===== config.mk =====
export PLATFORM = sky130hd
export DESIGN_NAME = sro_cell
export DESIGN_NICKNAME = d
export VERILOG_FILES = /design/src/sro_pkg.sv /design/src/sro_cell.sv
export SDC_FILE = /design/constraint.sdc
export NUM_CORES = 1
export LEC_CHECK = 0
export BUFFER_PORTS_ARGS = -buffer_cell sky130_fd_sc_hd__buf_2
export CAP_MARGIN = 5
export CELL_PAD_IN_SITES_DETAIL_PLACEMENT = 0
export CELL_PAD_IN_SITES_GLOBAL_PLACEMENT = 1
export CORE_ASPECT_RATIO = 0.75
export CORE_MARGIN = 2
export CORE_UTILIZATION = 32
export DETAILED_ROUTE_END_ITERATION = 8
export PLACE_DENSITY = 0.75
export SLEW_MARGIN = 30
export SYNTH_ARGS = -nofsm -noshare
export SYNTH_HDL_FRONTEND = slang
export SYNTH_SLANG_ARGS = --single-unit

===== constraint.sdc =====
create_clock -name aclk -period 0.8 [get_ports aclk]
set_input_delay 0.04 -clock aclk [delete_from_list [all_inputs] [get_ports aclk]]
set_output_delay 0.04 -clock aclk [all_outputs]
set_load 0.02 [all_outputs]

===== src/sro_pkg.sv =====
package sro_pkg;

    // Command codes of an input transaction.
    localparam logic [1:0] CMD_ADD   = 2'd0;
    localparam logic [1:0] CMD_TICK  = 2'd1;
    localparam logic [1:0] CMD_FLUSH = 2'd2;
    localparam logic [1:0] CMD_CLEAR = 2'd3;

    // Configuration register indexes.
    localparam logic [1:0] REG_CAPACITY = 2'd0;
    localparam logic [1:0] REG_TIMEOUT  = 2'd1;
    localparam logic [1:0] REG_RELEASE  = 2'd2;

    // Configuration reset values.
    localparam logic [6:0]  CAPACITY_RST = 7'd50;
    localparam logic [15:0] TIMEOUT_RST  = 16'd500;
    localparam logic [6:0]  RELEASE_RST  = 7'd10;

    typedef struct packed {
        logic [1:0]  cmd;
        logic [31:0] seq_in;
        logic [31:0] stamp_in;
        logic [31:0] handle_in;
    } in_item_t;

    typedef struct packed {
        logic        chunk_valid;
        logic [31:0] seq_out;
        logic [31:0] stamp_out;
        logic [31:0] handle_out;
        logic        last;
        logic [6:0]  occupancy;
        logic [31:0] expected_next;
        logic [31:0] received_count;
        logic [31:0] reordered_count;
        logic [31:0] dropped_count;
    } out_item_t;

    // One stored chunk; mark flags a chunk chosen for in-order release.
    typedef struct packed {
        logic        valid;
        logic        mark;
        logic [31:0] seq;
        logic [31:0] stamp;
        logic [31:0] handle;
    } entry_t;

endpackage


===== src/sro_cell.sv =====
module sro_cell (
    input  logic            aclk,
    input  logic            aresetn,
    input  logic            shift_en,
    input  logic            clr_all,
    input  sro_pkg::entry_t d,
    output sro_pkg::entry_t q
);
    import sro_pkg::*;

    logic        valid_reg;
    logic        mark_reg;
    logic [31:0] seq_reg;
    logic [31:0] stamp_reg;
    logic [31:0] handle_reg;

    // Flags: cleared by reset or a clear command, else loaded from the neighbor.
    always_ff @(posedge aclk) begin
        if (!aresetn) begin
            valid_reg <= 1'b0;
            mark_reg  <= 1'b0;
        end else if (clr_all) begin
            valid_reg <= 1'b0;
            mark_reg  <= 1'b0;
        end else if (shift_en) begin
            valid_reg <= d.valid;
            mark_reg  <= d.mark;
        end
    end

    // Chunk payload moves with the flags.
    always_ff @(posedge aclk) begin
        if (shift_en) begin
            seq_reg    <= d.seq;
            stamp_reg  <= d.stamp;
            handle_reg <= d.handle;
        end
    end

    assign q = '{valid: valid_reg, mark: mark_reg, seq: seq_reg,
                 stamp: stamp_reg, handle: handle_reg};

endmodule


==> results by group, run 1 <==
Floorplanning
  – Area of the core: about 9000 sq um
  – Horizontal die dimension: about 120 um
  – I/O pin cnt: 200
  – Floorplan die area: 10100 sq um
  – Number of rows created at floorplan: 30
  – Initial standard-cell utilization of the core: 0.328
  – Die Span Y: 87.5 um

Finish
  – Area growth from synthesis to layout: 101%
  – Most common library cell in the layout ignoring fill and taps: sky130_fd_sc_hd__buf_2
  – Post-route cell area: 5980 sq um
  – Final net count: 521
  – FF/Latch Area: just under 3000 sq um
  – Layout cells sized above 1: 0.521
  – Fillers: a little over 600
  – Commonest non-fill, non-tap cells in the layout: 127 x sky130_fd_sc_hd__buf_2, 100 x sky130_fd_sc_hd__dlygate4sd3_1, 96 x sky130_fd_sc_hd__edfxtp_1
  – Area taken by multi-input logic gates: ~34 sq um
  – Antenna diode count: 0

Critical path
  – Critical path's slowest cell: sky130_fd_sc_hd__edfxtp_1
  – CP bufs+invs: 1
  – Endpoint required time on the critical path: roughly 0.76 ns
  – Highest cell delay on the worst timing path: 0.42 ns
  – CP Cell Sequence: buf_6
  – Cell family with the largest share of critical-path delay: flip-flops
  – Worst-path maximum fanout: 1
  – Arrival time at the worst endpoint: around 0.91 ns
  – Sort of element at the end of the critical path: primary output
  – Critical path type: flop to primary output
  – Type of origin of the critical path: flop

Synthesis
  – Count of state elements after synthesis: 98
  – Cell area after synthesis: 2970 sq um
  – Main area contributors after synthesis: sky130_fd_sc_hd__edfxtp_1 97%, sky130_fd_sc_hd__dfxtp_1 1.3%, sky130_fd_sc_hd__mux2i_1 0.67%
  – Synthesized instance count: between 100 and 150
  – Sequential cell area fraction in the yosys report: 0.984
  – Dominant combinational cell family by area after synthesis: multiplexers
  – XOR/XNOR Fraction of Synth Area: 0
  – Mean cell area of the mapped netlist: ~28 sq um
  – Adder and majority cell fraction of the synthesized area: 0
  – Complex-gate fraction of the synthesized area: 0
  – Top-area cell type share of the netlist area: 0.970
  – Number of distinct library cells after synthesis: 6
  – Syn Nets: between 200 and 250
  – Synthesis Warnings: 0
  – Post-synthesis mux area share: 0.00674
  – Cell accounting for the most synthesized area: sky130_fd_sc_hd__edfxtp_1
  – Post-synthesis simple-gate area fraction: 0.00463

Global routing
  – Largest net degree at the start of global routing: 29
  – Number of antenna violations at the first check in global routing: 0
  – Grt met2 use: 0.274
  – Overflow after GRT: 0
  – First-pass GRT wire length: ~12000 um
  – Total Routing Usage GR: 0.156
  – Via count of the first global-routing pass: roughly 2400
  – Met3 track utilization from global routing: 0.0828
  – Global-route track usage on met1: 0.164
  – Most crowded layer after global routing: met2

Run
  – Number of max-cap violations: 0

Timing
  – Final setup fails: around 100
  – Final TNS setup: -9.99 ns
  – Setup repair after global routing missed its margin: yes
  – Min cycle time layout: 0.952 ns
  – Transition at the pin with the smallest max-transition slack: between 0.2 and 0.25 ns
  – Final Hold Viols: 0
  – Least setup slack across all paths after layout: -0.152 ns
  – Max-slew violations: 0
  – F_max: 1050 MHz
  – Relative slew margins: 0.865
  – Fraction of the cycle the final worst path needs: 1.19
  – Worst clock skew on the final layout: 0 ns

Clock network
  – CTS tree: built
  – H-Tree Depth: 3
  – Number of buffers inserted during clock tree synthesis: 9
  – Post-CTS setup repair buffer count: 0
  – Clock transition time at the flip-flop clock pins of the worst setup and hold paths: ~0.060 ns
  – Clock Sinks: roughly 100
  – Clock root cell: sky130_fd_sc_hd__clkbuf_16
  – Clock network latency to the later pin of the worst-skew pair: approximately 0.33 ns
  – Clock Tree Buf Depth: 2

Drt
  – Post-DR wirelength/cell: about 15 um
  – Per-cell via count in the routed design: just over 4
  – Vias after detailed routing: 2245
  – Initial detailed-routing violation count: between 100 and 150
  – TritonRoute pass-1 iters: 4
  – Routed Antenna Nets: 0
  – Aggregate routed wire length: between 8000 and 9000 um
  – Remaining routing DRC violations: 0

Place
  – Sum of net half-perimeters after detailed placement: ~5200 um
  – Port buffer count: approximately 200
  – Placer's final routability congestion estimate: about 0.75
  – Instance area after placement: roughly 4200 sq um

Power and ir drop
  – Power per unit of standard cell area: ~2200 nW/um^2
  – Maximum resistive drop on vdd: 0.00155 V
  – Static leakage: roughly 2.5 nW

Status
  – Violations in the final reports: negative setup slack
  – Result of the run: complete, but fails checks

Min path
  – Classification of the worst-slack hold path: input port to flop
-- through the flow --
step / worst slack, ns / power [W] / utilization / hold slack [ns] / cells
2_1_floorplan: 0.250 / 0.00684 / - / 0.139 / 105
3_5_place_dp: -0.00516 / 0.00760 / 0.464 / 0.218 / 436
4_1_cts: -0.149 / 0.0128 / 0.631 / 0.0682 / 552
3_3_place_gp: 0.0102 / 0.00757 / 0.464 / 0.216 / 436
6_report: -0.152 / 0.0130 / 0.661 / 0.0754 / 552
5_1_grt: -0.187 / 0.0135 / 0.661 / 0.0641 / 552
-- cells in the mapped netlist (all sizes together) --
cell type / instances
edfxtp: 96
nor2: 2
nand2b: 1
buf: 2
dfxtp: 2
mux2i: 2
-- what timing repair did --
action                                  4_1_cts  5_1_grt
hold endpoints to repair                     98        0
resized for setup                            56       89
hold buffers                                100        0
endpoints found under the setup margin       98       98
-- final cells by class --
class	count	share of cell area
clock buffer	11	0.0389
clock inverter	5	0.0172
multi-input combinational	5	0.00565
sequential	98	0.489
tap	128	0.0268
timing repair buffer	305	0.422
-- final timing paths --
path         slack [ns]            end  cells after the start          start
max reg2reg        0.15      valid_reg                      2      valid_reg
max               -0.15          q[47]                      1  stamp_reg[15]
min                0.08  handle_reg[3]                      1       shift_en
min reg2reg        0.51       mark_reg                      2       mark_reg
-- per-layer routing --
| metal | vias to the layer above | share of wire |
|---|---|---|
| met2 | 142 | 0.50 |
| met4 | 0 | 0.0074 |
| met5 | - | 0 |
| met1 | 1056 | 0.37 |
| li1 | 1043 | - |
| met3 | 4 | 0.12 |
-- power breakdown --
group          leakage [nW]  switching, W  internal, W
Sequential            0.957      0.000173      0.00609
Combinational          1.41      0.000919      0.00110
Clock                 0.160       0.00168      0.00305
Total                  2.53       0.00277       0.0102
-- cell families after synthesis --
| group | Yosys count |
|---|---|
| flip-flops | 98 |
| AND/OR/NAND/NOR | 3 |
| buffers and inverters | 2 |
| multiplexers | 2 |
Note: power is estimated with default switching activity, not from simulation.
==> inputs of run 2 (changes only) <==
Clock period 0.8 ns to 0.9 ns, I/O delays scaled along.
==> run 2 against run 1 <==
Largest power group unchanged. Sequential share of layout area rose by 0.23 points. Non-clock buffer count fell by 1. Final cell count decreased by 0.18%. Via count up 1.1%. Global-route usage rose by 0.38 points. Sequential power fell by 11%. The flow still finishes with violations (negative setup slack). Clock power decreased by 24%. Worst setup slack improved by 0.11 ns. Wire length rose by 0.26%. Final area decreased by 0.46%.
==> results by group, run 2 (same netlist as run 1, synthesis figures left out) <==
Finish
  – Area growth from synthesis to layout: 100%
  – Layout cells sized above 1: 0.515
  – Final net count: 520
  – Commonest non-fill, non-tap cells in the layout: 121 x sky130_fd_sc_hd__buf_2, 100 x sky130_fd_sc_hd__dlygate4sd3_1, 96 x sky130_fd_sc_hd__edfxtp_1
  – Number of cells in the finished layout apart from fillers: ~550
  – Most common library cell in the layout ignoring fill and taps: sky130_fd_sc_hd__buf_2
  – Post-route cell area: between 5000 and 6000 sq um
  – Antenna diode count: 0

Floorplanning
  – Floorplan die area: slightly above 10000 sq um
  – I/O pin cnt: 200
  – Die Span Y: between 80 and 90 um
  – Horizontal die dimension: approximately 120 um
  – Number of rows created at floorplan: 30
  – Initial standard-cell utilization of the core: 0.328
  – Area of the core: between 9000 and 10000 sq um

Critical path
  – Register-to-Register Path Depth: 2
  – R2R Setup Slk: roughly 0.3 ns
  – FF-to-FF End: valid_reg
  – Worst-path maximum fanout: 1
  – Total number of cells along the worst setup path: 1
  – Sort of element at the end of the critical path: primary output
  – CP bufs+invs: 1
  – Critical path type: flop to primary output
  – Critical path launch point: seq_reg[21]
  – Critical path's slowest cell: sky130_fd_sc_hd__edfxtp_1
  – Type of origin of the critical path: flop
  – Worst reg2reg startpoint: valid_reg
  – Arrival time at the worst endpoint: 0.89 ns
  – CP Cell Sequence: buf_6
  – Destination of the critical timing path: q[85]
  – Endpoint required time on the critical path: 0.85 ns
  – Cell family with the largest share of critical-path delay: flip-flops
  – Highest cell delay on the worst timing path: 0.41 ns

Drt
  – Vias after detailed routing: 2270
  – Routed Antenna Nets: 0
  – Per-cell via count in the routed design: around 4.1
  – TritonRoute pass-1 iters: 4
  – Initial detailed-routing violation count: 96
  – Aggregate routed wire length: 8560 um
  – Post-DR wirelength/cell: between 15 and 20 um
  – Remaining routing DRC violations: 0

Clock network
  – Clock transition time at the flip-flop clock pins of the worst setup and hold paths: about 0.060 ns
  – H-Tree Depth: 3
  – Clock Sinks: 98
  – CTS tree: built
  – Clock root cell: sky130_fd_sc_hd__clkbuf_16
  – Clock Tree Buf Depth: 2
  – Number of buffers inserted during clock tree synthesis: 9
  – Clock network latency to the later pin of the worst-skew pair: between 0.3 and 0.4 ns

Global routing
  – Total Routing Usage GR: 0.160
  – Largest net degree at the start of global routing: 29
  – Overflow after GRT: 0
  – First-pass GRT wire length: about 12000 um
  – Via count of the first global-routing pass: roughly 2400
  – Number of antenna violations at the first check in global routing: 0

Timing
  – Max-slew violations: 0
  – Tightest hold margin: 0.0733 ns
  – Fraction of the cycle the final worst path needs: 1.04
  – F_max: around 1100 MHz
  – Least setup slack across all paths after layout: -0.0379 ns
  – Relative slew margins: 0.876
  – Setup repair after global routing missed its margin: yes
  – Min cycle time layout: 0.938 ns
  – Transition at the pin with the smallest max-transition slack: 0.186 ns
  – Final setup fails: just over 60
  – Worst clock skew on the final layout: 0 ns
  – Final Hold Viols: 0

Power and ir drop
  – Maximum resistive drop on vdd: 0.00154 V
  – Power per unit of standard cell area: approximately 1800 nW/um^2
  – Static leakage: approximately 2.5 nW
  – Overall power after layout: approximately 0.011 W

Place
  – Placement-stage worst setup slack: roughly 0.11 ns
  – # placed instances: approximately 440
  – Port buffer count: between 150 and 200
  – Placer's final routability congestion estimate: 0.728
  – Sum of net half-perimeters after detailed placement: 5010 um
  – Instance area after placement: 4190 sq um

Min path
  – Classification of the worst-slack hold path: input port to flop

Run
  – Number of max-cap violations: 0

Status
  – Violations in the final reports: negative setup slack
  – Result of the run: complete, but fails checks
-- run 2: timing repair --
item	4_1_cts	5_1_grt
gates cloned	0	0
setup endpoints to repair	89	98
setup buffers	0	0
hold buffers	100	0
pin swaps	0	0
endpoints found under the hold margin	98	0
resized for setup	63	93
-- run 2: final cells by class --
cell class,instances,area [sq um]
Clock buffer,9,225
Clock inverter,7,60.1
Fill cell,613,3090
Multi-Input combinational cell,5,33.8
Sequential cell,98,2930
Tap cell,128,160
Timing Repair Buffer,304,2550
-- run 2: worst min-delay path by stage --
stage               depth (start not counted)             end     start  slack [ns]
floorplan                                   0   handle_reg[0]      d[0]        0.14
global placement                            1  handle_reg[20]     d[20]        0.22
detailed placement                          1  handle_reg[18]     d[18]        0.22
CTS                                         1   handle_reg[3]  shift_en        0.07
global route                                1   handle_reg[3]  shift_en        0.07
finish                                      1   handle_reg[3]  shift_en        0.07
-- run 2: power breakdown --
group	switching, W	internal (W)	leakage [nW]
clock network	0.00150	0.00211	0.132
registers	0.000156	0.00541	0.957
logic	0.000818	0.00100	1.42
total	0.00248	0.00853	2.51
-- run 2: metal layers --
layer	vias to the layer above	wire length (um)	GRT usage
li1	1043	-	-
met1	1075	3080	0.160
met2	146	4410	0.286
met3	6	1010	0.0898
met4	0	70	0.0482
met5	-	0	0
-- run 2: stage by stage --
| stage | utilization | setup TNS (ns) |
|---|---|---|
| 6_report | 0.658 | -0.838 |
| 5_1_grt | 0.658 | -4.59 |
| 4_1_cts | 0.627 | -1.65 |
| 3_5_place_dp | 0.463 | 0 |
| 3_3_place_gp | 0.463 | 0 |
| 2_1_floorplan | - | 0 |
==> inputs of run 3 (changes only) <==
Settings changed: SETUP_SLACK_MARGIN set to 0.5.
==> run 3 against run 2 <==
The run ends with negative hold slack, negative setup slack left. Sequential power hardly changed. Flip-flop and latch count stayed put. Clock power hardly changed. Global-route usage is 3.2 points lower. Fmax is 0.77% lower. Wire length is 21% lower. Combinational power is 19% lower. Critical path depth stayed put. Count of clock-buffer cells in the layout stayed put. Die area stayed put. Register-to-register slack worse by 0.02 ns. Critical path type unchanged. Largest power group unchanged. Final area is 16% lower.
==> results by group, run 3 (same netlist as run 1, synthesis figures left out) <==
Power and ir drop
  – Combinational group share of total power: 0.138
  – Internal power summed over all cells: just over 0.008 W
  – Net Switching: approximately 0.0024 W
  – Power per unit of standard cell area: roughly 2100 nW/um^2
  – Sequential fraction of design power: 0.524
  – Switching part of the total power: 0.222
  – Maximum resistive drop on vdd: between 0.001 and 0.0015 V
  – Clock share of power: 0.337
  – Static leakage: between 2 and 2.5 nW

Clock network
  – Post-CTS setup repair buffer count: 0
  – H-Tree Depth: 3
  – Clock Sinks: 98
  – Clock root cell: sky130_fd_sc_hd__clkbuf_16
  – Clock network latency to the later pin of the worst-skew pair: around 0.32 ns
  – Clock Tree Buf Depth: 2
  – Number of buffers inserted during clock tree synthesis: 9
  – Clock transition time at the flip-flop clock pins of the worst setup and hold paths: roughly 0.06 ns
  – CTS tree: built

Critical path
  – Endpoint required time on the critical path: approximately 0.85 ns
  – Critical path's slowest cell: sky130_fd_sc_hd__edfxtp_1
  – Worst-path maximum fanout: 1
  – Type of origin of the critical path: flop
  – Critical path type: flop to primary output
  – Highest cell delay on the worst timing path: 0.42 ns
  – CP Cell Sequence: buf_6
  – Arrival time at the worst endpoint: approximately 0.9 ns
  – CP bufs+invs: 1
  – Cell family with the largest share of critical-path delay: flip-flops
  – Sort of element at the end of the critical path: primary output

Place
  – Placement-stage worst setup slack: about 0.11 ns
  – Port buffer count: just under 200
  – Sum of net half-perimeters after detailed placement: between 5000 and 6000 um
  – Placer's final routability congestion estimate: between 0.7 and 0.8

Global routing
  – Number of antenna violations at the first check in global routing: 0
  – Largest net degree at the start of global routing: 29
  – First-pass GRT wire length: between 9000 and 10000 um
  – Overflow after GRT: 0
  – Via count of the first global-routing pass: around 1800
  – Total Routing Usage GR: 0.128

Timing
  – Max-slew violations: 0
  – Tightest hold margin: -0.113 ns
  – Worst clock skew on the final layout: 0 ns
  – Final setup fails: 46
  – Setup repair after global routing missed its margin: yes
  – Relative slew margins: 0.910
  – Final Hold Viols: a little under 100
  – Least setup slack across all paths after layout: -0.0452 ns
  – F_max: between 1000 and 1500 MHz
  – Min cycle time layout: 0.945 ns
  – Transition at the pin with the smallest max-transition slack: 0.132 ns
  – Fraction of the cycle the final worst path needs: 1.05
  – Final TNS setup: -0.503 ns

Floorplanning
  – Floorplan die area: between 10000 and 15000 sq um
  – Initial standard-cell utilization of the core: 0.328
  – I/O pin cnt: 200
  – Die Span Y: just under 90 um
  – Area of the core: 9050 sq um
  – Number of rows created at floorplan: 30
  – Horizontal die dimension: roughly 120 um

Finish
  – Area growth from synthesis to layout: 67.9%
  – Commonest non-fill, non-tap cells in the layout: 122 x sky130_fd_sc_hd__buf_2, 96 x sky130_fd_sc_hd__edfxtp_1, 76 x sky130_fd_sc_hd__buf_6
  – End-of-flow core utilization: 0.551
  – Layout cells sized above 1: 0.676
  – Antenna diode count: 0
  – Final net count: around 420
  – Most common library cell in the layout ignoring fill and taps: sky130_fd_sc_hd__buf_2

Status
  – Violations in the final reports: negative hold slack, negative setup slack
  – Result of the run: complete, but fails checks

Drt
  – Vias after detailed routing: approximately 1800
  – Routed Antenna Nets: 0
  – TritonRoute pass-1 iters: 3
  – Per-cell via count in the routed design: 4.06
  – Post-DR wirelength/cell: ~15 um
  – Initial detailed-routing violation count: between 90 and 100
  – Aggregate routed wire length: 6780 um
  – Remaining routing DRC violations: 0

Min path
  – Classification of the worst-slack hold path: input port to flop

Run
  – Number of max-cap violations: 0
[run 3: cell types whose count changed in the layout (fill, tap and decap cells not counted)]
cell / before / now
sky130_fd_sc_hd__buf_16: 0 / 1
sky130_fd_sc_hd__buf_4: 5 / 2
sky130_fd_sc_hd__buf_8: 0 / 1
sky130_fd_sc_hd__buf_2: 121 / 122
sky130_fd_sc_hd__buf_6: 75 / 76
sky130_fd_sc_hd__dlygate4sd3_1: 100 / 0
[run 3: per-stage QoR]
stage / cells / hold slack, ns / instance area (sq um) / power, W
after floorplan: 105 / 0.144 / 2970 / 0.00608
after global placement: 435 / 0.221 / 4190 / 0.00672
after detailed placement: 435 / 0.223 / 4190 / 0.00674
after CTS: 452 / -0.128 / 4720 / 0.0105
after global routing: 452 / -0.138 / 4990 / 0.0110
final: 452 / -0.113 / 4990 / 0.0106
[run 3: power groups by stage]
stage	sequential [W]	clock (W)	combinational, W
3_5_place_dp	0.00558	0	0.00116
2_1_floorplan	0.00606	0	0.0000161
4_1_cts	0.00552	0.00369	0.00131
5_1_grt	0.00559	0.00390	0.00155
3_3_place_gp	0.00558	0	0.00115
6_report	0.00556	0.00358	0.00147
[run 3: path summary, 6_finish.rpt]
check | depth (start not counted) | start | slack [ns] | to
min | 1 | d[56] | -0.11 | stamp_reg[24]
min reg2reg | 2 | mark_reg | 0.51 | mark_reg
max | 1 | handle_reg[7] | -0.05 | q[7]
max reg2reg | 2 | valid_reg | 0.28 | valid_reg
[run 3: what timing repair did]
action / in CTS / in global routing
hold endpoints to repair: 98 / 98
resized for setup: 71 / 87
cloned: 1 / 0
endpoints found under the setup margin: 181 / 100
[run 3: final cells by class]
cell class / instances / area (sq um)
clock buffers: 9 / 225
fillers: 725 / 4060
repair buffers: 205 / 1580
clock inverters: 7 / 60.1
flip-flops and latches: 98 / 2930
well taps: 128 / 160
multi-input cells: 5 / 33.8
[run 3: per-layer routing]
layer  track usage  share of wire  up-vias
li1              -              -      846
met3         0.101           0.15        7
met1         0.133           0.35      846
met4        0.0361          0.012        0
met5             0              0        -
met2         0.202           0.49      136
